--- src/hdl/ple_pkg.sv ---
`timescale 1ns / 1ps

package ple_pkg;

    localparam int CAPACITY_DEF = 32;
    localparam int POS_W        = 7;
    localparam int VAL_W        = 32;
    localparam int REQ_W        = 3;
    localparam int STAT_W       = 3;

    typedef enum logic [REQ_W-1:0] {
        REQ_INS_FRONT = 3'd0,
        REQ_INS_BACK  = 3'd1,
        REQ_INS_POS   = 3'd2,
        REQ_DEL_FRONT = 3'd3,
        REQ_DEL_BACK  = 3'd4,
        REQ_DEL_POS   = 3'd5,
        REQ_DUMP      = 3'd6
    } req_t;

    typedef enum logic [STAT_W-1:0] {
        STAT_OK      = 3'd0,
        STAT_EMPTY   = 3'd1,
        STAT_INVALID = 3'd2,
        STAT_BOUND   = 3'd3,
        STAT_FULL    = 3'd4
    } status_t;

    typedef enum logic [1:0] {
        CMD_HOLD,
        CMD_INS,
        CMD_DEL,
        CMD_ROT
    } cell_op_t;

    // Broadcast to every cell. idx: target slot for insert/delete,
    // wrap slot (last entry) for rotate.
    typedef struct packed {
        cell_op_t                op;
        logic [POS_W-1:0]        idx;
        logic signed [VAL_W-1:0] ins_val;
    } cell_cmd_t;

    typedef enum logic {
        FSM_IDLE,
        FSM_DUMP
    } fsm_t;

endpackage

--- src/hdl/ple_cell.sv ---
`timescale 1ns / 1ps

module ple_cell
    import ple_pkg::*;
#(
    parameter logic [POS_W-1:0] SLOT = '0
)
(
    input  logic                    clk,
    input  cell_cmd_t               cmd,
    input  logic signed [VAL_W-1:0] left_val,
    input  logic signed [VAL_W-1:0] right_val,
    input  logic signed [VAL_W-1:0] wrap_val,
    output logic signed [VAL_W-1:0] val
);

    logic signed [VAL_W-1:0] val_reg;
    logic signed [VAL_W-1:0] val_next;

    always_comb
    begin
        val_next = val_reg;
        case (cmd.op)
            CMD_INS:
            begin
                if (SLOT == cmd.idx)
                begin
                    val_next = cmd.ins_val;
                end
                else if (SLOT > cmd.idx)
                begin
                    val_next = left_val;
                end
            end
            CMD_DEL:
            begin
                if (SLOT >= cmd.idx)
                begin
                    val_next = right_val;
                end
            end
            CMD_ROT:
            begin
                // front value wraps to the last occupied slot
                if (SLOT == cmd.idx)
                begin
                    val_next = wrap_val;
                end
                else
                begin
                    val_next = right_val;
                end
            end
            default:
            begin
                val_next = val_reg;
            end
        endcase
    end

    always_ff @(posedge clk)
    begin
        val_reg <= val_next;
    end

    assign val = val_reg;

endmodule

--- src/hdl/positional_list_engine.sv ---
`timescale 1ns / 1ps

// Ordered list of up to CAPACITY signed 32-bit values held in a row of
// shifting cells, slot 0 being the front. Each request word on the slave side
// (kind in tuser) inserts at the front, back or a 1-based position, deletes
// the front, back or a 1-based position, or dumps the list. Inserts and
// deletes return one word with a status, the removed value (deletes) and the
// new count, always with tlast set. Every cell shifts toward or away from its
// neighbor in the same clock, so such words may follow back to back while
// the master side keeps up. A dump of N entries returns N result words, the
// last with tlast set: the cell row rotates by one slot per word, the front
// slot feeding the output register, and ends back in its original order.
// No new request is taken until the last dump word is in the output
// register. A dump of an empty list gives a single word with status empty.
// Request code 7 is dropped without a result. Cell contents are not reset;
// only slots below the count are ever read.
module positional_list_engine
    import ple_pkg::*;
#(
    parameter int CAPACITY = CAPACITY_DEF
)
(
    input  logic        clk,
    input  logic        rst_n,

    input  logic        s_tvalid,
    output logic        s_tready,
    input  logic [39:0] s_tdata,   // [31:0] item_value, [38:32] position, [39] zero
    input  logic [2:0]  s_tuser,   // [2:0] req_type

    output logic        m_tvalid,
    input  logic        m_tready,
    output logic [39:0] m_tdata,   // [31:0] out_value, [38:32] count, [39] zero
    output logic [2:0]  m_tuser,   // [2:0] status
    output logic        m_tlast
);

    localparam int CNT_W = $clog2(CAPACITY + 1);
    localparam int IDX_W = $clog2(CAPACITY);
    localparam logic [POS_W-1:0] CAP_POS = POS_W'(CAPACITY);

    // ---------------------------------------------------------------
    // Cell row
    // ---------------------------------------------------------------
    cell_cmd_t               cmd;
    logic signed [VAL_W-1:0] vals [CAPACITY];

    genvar g;
    generate
        for (g = 0; g < CAPACITY; g++)
        begin : g_cell
            logic signed [VAL_W-1:0] left_v;
            logic signed [VAL_W-1:0] right_v;

            if (g == 0)
            begin : g_first
                assign left_v = cmd.ins_val;
            end
            else
            begin : g_mid_l
                assign left_v = vals[g-1];
            end

            if (g == CAPACITY - 1)
            begin : g_last
                assign right_v = vals[g];
            end
            else
            begin : g_mid_r
                assign right_v = vals[g+1];
            end

            ple_cell #(
                .SLOT (POS_W'(g))
            ) u_cell (
                .clk       (clk),
                .cmd       (cmd),
                .left_val  (left_v),
                .right_val (right_v),
                .wrap_val  (vals[0]),
                .val       (vals[g])
            );
        end
    endgenerate

    // ---------------------------------------------------------------
    // Control
    // ---------------------------------------------------------------
    fsm_t               state_reg,     state_next;
    logic [CNT_W-1:0]   count_reg,     count_next;
    logic [CNT_W-1:0]   dump_left_reg, dump_left_next;

    logic                    m_valid_reg,  m_valid_next;
    status_t                 m_status_reg, m_status_next;
    logic signed [VAL_W-1:0] m_value_reg,  m_value_next;
    logic                    m_last_reg,   m_last_next;
    logic [POS_W-1:0]        m_count_reg,  m_count_next;

    req_t                    in_req;
    logic signed [VAL_W-1:0] in_value;
    logic [POS_W-1:0]        in_pos;
    logic [POS_W-1:0]        count_ext;
    logic                    out_free;
    logic                    in_acc;

    // single-result bookkeeping
    logic                    res_fire;
    status_t                 res_status;
    logic [POS_W-1:0]        rd_idx;
    logic                    rd_use;

    assign in_req    = req_t'(s_tuser[2:0]);
    assign in_value  = s_tdata[31:0];
    assign in_pos    = s_tdata[38:32];
    assign count_ext = POS_W'(count_reg);
    assign out_free  = !m_valid_reg || m_tready;
    assign s_tready  = (state_reg == FSM_IDLE) && out_free;
    assign in_acc    = s_tvalid && s_tready;

    always_comb
    begin
        state_next     = state_reg;
        count_next     = count_reg;
        dump_left_next = dump_left_reg;

        m_valid_next  = m_valid_reg && !m_tready;
        m_status_next = m_status_reg;
        m_value_next  = m_value_reg;
        m_last_next   = m_last_reg;
        m_count_next  = m_count_reg;

        cmd.op      = CMD_HOLD;
        cmd.idx     = '0;
        cmd.ins_val = in_value;

        res_fire   = 1'b0;
        res_status = STAT_OK;
        rd_idx     = '0;
        rd_use     = 1'b0;

        case (state_reg)
            FSM_IDLE:
            begin
                if (in_acc)
                begin
                    case (in_req)
                        REQ_INS_FRONT, REQ_INS_BACK:
                        begin
                            res_fire = 1'b1;
                            if (count_ext == CAP_POS)
                            begin
                                res_status = STAT_FULL;
                            end
                            else
                            begin
                                cmd.op     = CMD_INS;
                                cmd.idx    = (in_req == REQ_INS_FRONT) ? '0 : count_ext;
                                count_next = count_reg + CNT_W'(1);
                            end
                        end
                        REQ_INS_POS:
                        begin
                            res_fire = 1'b1;
                            if (in_pos == '0)
                            begin
                                res_status = STAT_INVALID;
                            end
                            else if (in_pos > count_ext + POS_W'(1))
                            begin
                                res_status = STAT_BOUND;
                            end
                            else if (count_ext == CAP_POS)
                            begin
                                res_status = STAT_FULL;
                            end
                            else
                            begin
                                cmd.op     = CMD_INS;
                                cmd.idx    = in_pos - POS_W'(1);
                                count_next = count_reg + CNT_W'(1);
                            end
                        end
                        REQ_DEL_FRONT, REQ_DEL_BACK:
                        begin
                            res_fire = 1'b1;
                            if (count_reg == '0)
                            begin
                                res_status = STAT_EMPTY;
                            end
                            else
                            begin
                                rd_use     = 1'b1;
                                rd_idx     = (in_req == REQ_DEL_FRONT) ? '0
                                                                      : count_ext - POS_W'(1);
                                cmd.op     = CMD_DEL;
                                cmd.idx    = rd_idx;
                                count_next = count_reg - CNT_W'(1);
                            end
                        end
                        REQ_DEL_POS:
                        begin
                            res_fire = 1'b1;
                            if (count_reg == '0)
                            begin
                                res_status = STAT_EMPTY;
                            end
                            else if (in_pos == '0)
                            begin
                                res_status = STAT_INVALID;
                            end
                            else if (in_pos > count_ext)
                            begin
                                res_status = STAT_BOUND;
                            end
                            else
                            begin
                                rd_use     = 1'b1;
                                rd_idx     = in_pos - POS_W'(1);
                                cmd.op     = CMD_DEL;
                                cmd.idx    = rd_idx;
                                count_next = count_reg - CNT_W'(1);
                            end
                        end
                        REQ_DUMP:
                        begin
                            if (count_reg == '0)
                            begin
                                res_fire   = 1'b1;
                                res_status = STAT_EMPTY;
                            end
                            else
                            begin
                                state_next     = FSM_DUMP;
                                dump_left_next = count_reg;
                            end
                        end
                        default:
                        begin
                            res_fire = 1'b0;
                        end
                    endcase

                    if (res_fire)
                    begin
                        m_valid_next  = 1'b1;
                        m_status_next = res_status;
                        m_value_next  = rd_use ? vals[rd_idx[IDX_W-1:0]] : '0;
                        m_last_next   = 1'b1;
                        m_count_next  = POS_W'(count_next);
                    end
                end
            end
            FSM_DUMP:
            begin
                if (out_free)
                begin
                    m_valid_next   = 1'b1;
                    m_status_next  = STAT_OK;
                    m_value_next   = vals[0];
                    m_last_next    = (dump_left_reg == CNT_W'(1));
                    m_count_next   = count_ext;
                    cmd.op         = CMD_ROT;
                    cmd.idx        = count_ext - POS_W'(1);
                    dump_left_next = dump_left_reg - CNT_W'(1);
                    if (dump_left_reg == CNT_W'(1))
                    begin
                        state_next = FSM_IDLE;
                    end
                end
            end
            default:
            begin
                state_next = FSM_IDLE;
            end
        endcase
    end

    always_ff @(posedge clk or negedge rst_n)
    begin
        if (!rst_n)
        begin
            state_reg     <= FSM_IDLE;
            count_reg     <= '0;
            dump_left_reg <= '0;
            m_valid_reg   <= 1'b0;
        end
        else
        begin
            state_reg     <= state_next;
            count_reg     <= count_next;
            dump_left_reg <= dump_left_next;
            m_valid_reg   <= m_valid_next;
        end
    end

    // result payload, no reset needed
    always_ff @(posedge clk)
    begin
        m_status_reg <= m_status_next;
        m_value_reg  <= m_value_next;
        m_last_reg   <= m_last_next;
        m_count_reg  <= m_count_next;
    end

    assign m_tvalid = m_valid_reg;
    assign m_tdata  = {1'b0, m_count_reg, m_value_reg};
    assign m_tuser  = m_status_reg;
    assign m_tlast  = m_last_reg;

    // ---------------------------------------------------------------
    // Checks
    // ---------------------------------------------------------------
    a_count_cap: assert property (@(posedge clk) disable iff (!rst_n)
        count_ext <= CAP_POS)
        else $error("entry count above capacity");

    a_dump_left: assert property (@(posedge clk) disable iff (!rst_n)
        (state_reg == FSM_DUMP) |-> (dump_left_reg != '0) && (dump_left_reg <= count_reg))
        else $error("dump counter out of range");

    a_dump_count: assert property (@(posedge clk) disable iff (!rst_n)
        (state_reg == FSM_DUMP) |=> $stable(count_reg))
        else $error("count changed during dump");

    a_dump_end: assert property (@(posedge clk) disable iff (!rst_n)
        (state_reg == FSM_DUMP && out_free && dump_left_reg == CNT_W'(1))
            |=> (state_reg == FSM_IDLE) && m_tvalid && m_tlast)
        else $error("dump did not close with last word");

endmodule

--- config.mk ---
export PLATFORM = sky130hd
export DESIGN_NAME = positional_list_engine
export DESIGN_NICKNAME = d
export VERILOG_FILES = /design/src/hdl/ple_pkg.sv /design/src/hdl/ple_cell.sv /design/src/hdl/positional_list_engine.sv
export SDC_FILE = /design/constraint.sdc
export NUM_CORES = 2
export LEC_CHECK = 0
export BUFFER_PORTS_ARGS = -buffer_cell sky130_fd_sc_hd__buf_2
export CORE_MARGIN = 1
export CORE_UTILIZATION = 35
export DETAILED_ROUTE_END_ITERATION = 8
export SLEW_MARGIN = 20
export SYNTH_ARGS = -nofsm -noshare
export SYNTH_HDL_FRONTEND = slang
export SYNTH_SLANG_ARGS = --single-unit
--- constraint.sdc ---
create_clock -name clk -period 6.8 [get_ports clk]
set_input_delay 1.36 -clock clk [delete_from_list [all_inputs] [get_ports clk]]
set_output_delay 1.36 -clock clk [all_outputs]
set_load 0.05 [all_outputs]
After elaboration in Yosys (flattened, before gate mapping)
Cells that the tools add are included.
W data, S select, Z words.

storage, ports and cells
  bits in latches = 0
  register bits after elaboration = 1,081
  RAM bits = 0
  word-level logic and storage cells = 518
  ROM bits = 0
  output and inout bits = 46
  memories kept = 0
  input port bits = 47

cells by class
  multiply operators = 0
  magnitude comparators = 66
  reductions and logical operators = 51
  equal/unequal tests = 112
  bitwise gates (word level) = 2
  div/mod/pow operators = 0
  mux-type cells = 241
  shift operators = 0
  add/subtract/negate cells = 6

operators by type and width
  operator              number
  $mux W32              133
  $pmux W32 S3          31
  $bmux W32 S5          1
  $pmux W32 S2          2
  $eq A5 B7 Y1 const A  16
  $gt A5 B7 Y1 const A  16
  $ge A5 B7 Y1 const A  15
  $ne A3 B1 Y1 const B  32
  $reduce_and A3 Y1     32
  $mux W6               12
  $ne A2 B1 Y1 const B  35
  $eq A4 B7 Y1 const A  8
  $ge A4 B7 Y1 const A  8
  $gt A4 B7 Y1 const A  8
  $mux W9               6
  $pmux W9 S4           1
  $mux W8               4
  $mux W5               6
  $eq A3 B7 Y1 const A  4
  $ge A3 B7 Y1 const A  4
  $gt A3 B7 Y1 const A  4
  $mux W7               4
  $pmux W6 S4           1
  $mux W1               20
  other kinds (46)      75

Depth between registers and ports, before layout
  depth after elaboration = 15
  mapped depth = 19
  mapped depth without buffers = 14

Cells and area by module
From an unflattened synthesis, not the netlist that was laid out.

unflattened totals
  cell total of the unflattened synthesis = 9,112
  area total of the unflattened synthesis = 94,448.1 µm²

by module, submodules not included
  module                        seq. area each (µm²)  area an instance (µm²)  times used  cells each
  positional_list_engine        1,611.5               13,116.3                1           2,213
  ple_cell (g_cell[13].u_cell)  960.9                 2,890.3                 1           222
  ple_cell (g_cell[25].u_cell)  960.9                 2,780.2                 1           217
  ple_cell (g_cell[30].u_cell)  960.9                 2,751.4                 1           217
  ple_cell (g_cell[2].u_cell)   960.9                 2,693.8                 1           274
  ple_cell (g_cell[29].u_cell)  960.9                 2,675.1                 1           279
  ple_cell (g_cell[22].u_cell)  960.9                 2,613.8                 1           219
  ple_cell (g_cell[8].u_cell)   960.9                 2,580.0                 1           216
  ple_cell (g_cell[18].u_cell)  960.9                 2,575.0                 1           216
  ple_cell (g_cell[12].u_cell)  960.9                 2,573.7                 1           217
  ple_cell (g_cell[17].u_cell)  960.9                 2,573.7                 1           218
  ple_cell (g_cell[31].u_cell)  960.9                 2,573.7                 1           215
  ple_cell (g_cell[10].u_cell)  960.9                 2,570.0                 1           218
  ple_cell (g_cell[9].u_cell)   960.9                 2,568.7                 1           217
  +19 rows                      -                     -                       -           -

Least setup slack after synthesis
No wires, ideal clock.

  path type = input-to-reg
  start = input m_tready
  end = register g_cell[11].u_cell.val_reg[0] (enable)
  required time = 6,330 ps
  setup slack = 151 ps
  setup time = 470 ps
  buffers on the path = 2
  data arrival time = 6,179 ps
  stages on the path = 9
  cells stage by stage = nand2b_1 -> nor2b_1 -> nand2_1 -> or2_2 -> nand2_1 -> clkbuf_1 -> nor2_1 -> clkbuf_1 -> a211oi_1

between the ends
  word-level cells in the longest chain between the ends = 8
  elaborated cells between the ends (all ways) = 16
  classes of those cells = order compare (2); eq/ne (6); mux (3); reduce/logical (5)

ends and longest elaborated chain
  item                                                         RTL line                       source
  from (decl)                                                  positional_list_engine.sv:32   input logic m_tready,
  $logic_or A1 B1 Y1 *                                         positional_list_engine.sv:116  assign out_free = !m_valid_reg || m_tready;
  $logic_and A1 B1 Y1 *                                        positional_list_engine.sv:117  assign s_tready = (state_reg == FSM_IDLE) && out_free;
  via s_tready                                                 positional_list_engine.sv:27   output logic s_tready,
  $logic_and A1 B1 Y1 *                                        positional_list_engine.sv:118  assign in_acc = s_tvalid && s_tready;
  $mux W9 *                                                    positional_list_engine.sv:144  if (in_acc)
  $pmux W9 S2 *                                                positional_list_engine.sv:141  case (state_reg)
  $gt A4 B7 Y1, or another cell as far along                   ple_cell.sv:30                 else if (SLOT > cmd.idx)
  $ne A3 B1 Y1 (no source line), or another cell as far along  -
  $reduce_and A3 Y1 (no source line) *                         -
  to (signal assigned)                                         ple_cell.sv:63                 val_reg <= val_next;
  to (decl)                                                    ple_cell.sv:17                 logic signed [VAL_W-1:0] val_reg;

Mark *: on every way through the listed nets, which the timed path passes. The rest lies on a longest branch.
A chain may end at the register's enable or synchronous reset.

Final worst setup path
  start = register count_reg[1]
  end = register g_cell[11].u_cell.val_reg[8] (data pin)

between the ends
  word-level cells in the longest chain between the ends = 10
  elaborated cells between the ends (all ways) = 27
  classes of those cells = add/sub (2); order compare (2); eq/ne (5); mux (17); reduce/logical (1)

ends and longest elaborated chain
  item                                         RTL line                                                      source
  from (decl)                                  positional_list_engine.sv:90                                  logic [CNT_W-1:0] count_reg, count_next;
  from (signal assigned)                       positional_list_engine.sv:290                                 count_reg <= count_next;
  $add A6 B1 Y7, or another cell as far along  positional_list_engine.sv:168                                 else if (in_pos > count_ext + POS_W'(1))
  $gt A7 B7 Y1, or another cell as far along   positional_list_engine.sv:168
  $mux W8 / $mux W9 (equally long branches)    positional_list_engine.sv:168, positional_list_engine.sv:207
  $mux W8 / $mux W9 (equally long branches)    positional_list_engine.sv:164, positional_list_engine.sv:203
  $pmux W9 S4                                  positional_list_engine.sv:146                                 case (in_req)
  $mux W9                                      positional_list_engine.sv:144
  $pmux W9 S2 *                                positional_list_engine.sv:141
  $eq A4 B7 Y1                                 ple_cell.sv:26, ple_cell.sv:45
  $mux W32, on equally long branches           ple_cell.sv:45, ple_cell.sv:26
  $pmux W32 S3 *                               ple_cell.sv:23                                                case (cmd.op)
  via g_cell[11].u_cell.val_next[8]            ple_cell.sv:18                                                logic signed [VAL_W-1:0] val_next;

Marks and branches as above.

==> metrics.yaml <==
critPathCaptureType: "flop"
antenna_found_initial: 19
final_cell_mix: "nand2_1, edfxtp_1, a221o_1, nor2_1, nand3_1"
die_area_um2: 181000
grt_max_degree: 130
place.gp.congestion: 0.968
hold_path_class: "in2async"
path_delay_family: "compound AO/OA/AOI/OAI gates"
detail_route.wl_per_cell_um: 36.8
final_nets: 6312
synth_seq_cells: 1080
post-route-period-util: 0.899
cpPeakStageDelay_ps: 790
insertion_delay_ps: 780
cts_setup_buffers: 0
syn_area_um2: 62800
grt_first_pass_wirelength_um: 444000
drtPass1Iterations: 9
core_um2: 178000
grt-ovfl-total: 0
relSlewSlack: 0.161
ant_nets: 0
path_class: "reg2reg"
synth_edf_count: 1066
post_route_cells_drive_above_1_share: 0.120
dieWidth_um: 426
maxCapViolations: 0
clock_path_buffers: 3
ioPinCount: 93
vias: 61900
grt_pass1_vias: 57600
fill_cells: 17400
cts_tree: "yes"
worst-r2r-setup-slack_ps: 680
start_util: 0.352
irDropWorstVdd_uv: 450
ys_warn_count: 0
reg2reg_depth: 15
cts_buffers: 119
yosysUniqueCellTypes: 78
power_leakage_nw: 27.0
synth-async-reset-ratio: 0.0130
instances_no_fill: 8707
finClkSkew_ps: 37.1
place_area_um2: 67800
synth_ff_type: "edfxtp_1"
fin_tns_setup_ps: 0
rows: 155
dp_hpwl_um: 191000
path_max_fanout: 18
period_needed_ps: 6120
r2r_start: "count_reg[1]$_DFFE_PN0P_"
largest_register_ffs: 1024
reg2reg_to: "g_cell[11].u_cell.val[8]$_DFFE_PP_"
cts_root_buffer: "clkbuf_16"
hold_violations: 0
rsz0062_at_grt: "no"
path_clk_slew_ps: 60
path_cells: "inv_1, ha_1, inv_1, ha_1, nor2b_1, o21ai_0, a21oi_1, o22a_1, or3_1, a31oi_1, nand2_1, nor2_1, a21oi_4, buf_12, a221o_1"
grtUsageTotal: 0.342
die_h_um: 426
tightest_slew_ps: 1260
crit_buf_inv: 3
routed_wl_um: 321000
avgSynthCellArea_um2: 9.91
synth_cells: 6337
syn_to_final_growth_pct: 14.0
post-route-util: 0.401
cpMaxStageDelayCell: "nor2_1"
hold_slack_ps: 502
worstPathArrival_ps: 6620
timing.fmax_mhz: 164
place.port_buffers: 89
worstSetupStartpointType: "flop"
ys_seq_area_frac: 0.515
post-place-cells: 8478
required_ps: 7310
status: "finished, final reports clean"
vias_per_cell: 7.11
hold_buffers: 0
cts.sinks: 1080
setup_violations: 0
cts_resized: 0
final_common_cell: "nand2_1"
drc: 0
final_area_um2: 71600
maxSlewViolCount: 0
drtIter0Drc: 11200
cts_max_level: 3
power_density_nw_per_um2: 578
[worst max path at each step]
stage,start,end,slack [ps],depth (start not counted)
3_3_place_gp,s_tdata[32],g_cell[11].u_cell.val[8]$_DFFE_PP_,580,13
3_5_place_dp,s_tdata[32],g_cell[11].u_cell.val[8]$_DFFE_PP_,550,13
4_1_cts,count_reg[1]$_DFFE_PN0P_,g_cell[11].u_cell.val[8]$_DFFE_PP_,870,15
5_1_grt,count_reg[1]$_DFFE_PN0P_,g_cell[11].u_cell.val[13]$_DFFE_PP_,660,15
2_1_floorplan,m_tready,g_cell[11].u_cell.val[0]$_DFFE_PP_,150,9
6_report,count_reg[1]$_DFFE_PN0P_,g_cell[11].u_cell.val[8]$_DFFE_PP_,680,15
[cells in the mapped netlist, types with 71 or more instances]
cell | count | share of area
a21oi_1 | 291 | 0.023
a221o_1 | 864 | 0.14
and3_1 | 326 | 0.032
buf_2 | 71 | 0.0057
clkbuf_1 | 520 | 0.031
edfxtp_1 | 1066 | 0.51
mux2i_1 | 127 | 0.020
nand2_1 | 1285 | 0.077
nand3_1 | 399 | 0.032
nor2_1 | 640 | 0.038
o211ai_1 | 102 | 0.012
o21ai_0 | 91 | 0.0072
[logic make-up after synthesis]
| group | share of synthesized area |
|---|---|
| XOR/XNOR | 0.00139 |
| flip-flops | 0.515 |
| buffers and inverters | 0.0413 |
| adder cells (fa/ha/maj) | 0.00378 |
| AO/OA/AOI/OAI | 0.224 |
| AND/OR/NAND/NOR | 0.192 |
| multiplexers | 0.0224 |
| other | 0.0000597 |
[metal layers]
layer  share of wire  vias up  track usage
met2            0.41     5970        0.483
met1            0.34    30200        0.424
met3            0.16     1337        0.127
li1                -    24400            -
met5         0.00025        -            0
met4           0.089       12        0.250
[report_power, final]
group / switching, mW / leakage, nW / internal, mW
Clock: 2.97 / 1.85 / 3.64
Sequential: 3.47 / 10.5 / 12.9
Combinational: 12.2 / 14.7 / 6.21
[cell type report]
cell class / instances / area, µm² / area share
timing repair buffer: 427 / 3770 / 0.0526
clock buffer: 144 / 3140 / 0.0438
inverter: 16 / 60.1 / 0.000838
tap: 2355 / 2950 / 0.0411
sequential: 1080 / 32400 / 0.452
multi-input combinational: 4602 / 28700 / 0.401
clock inverter: 74 / 637 / 0.00889
antenna: 9 / 22.5 / 0.000314
[stage by stage]
stage	total power [mW]	setup slack [ps]
CTS	40.3	870
global placement	33.4	584
global route	42.4	663
floorplan	25.4	151
detailed placement	33.7	551
finish	41.4	685
No activity file was read; power rests on OpenSTA's default activity.
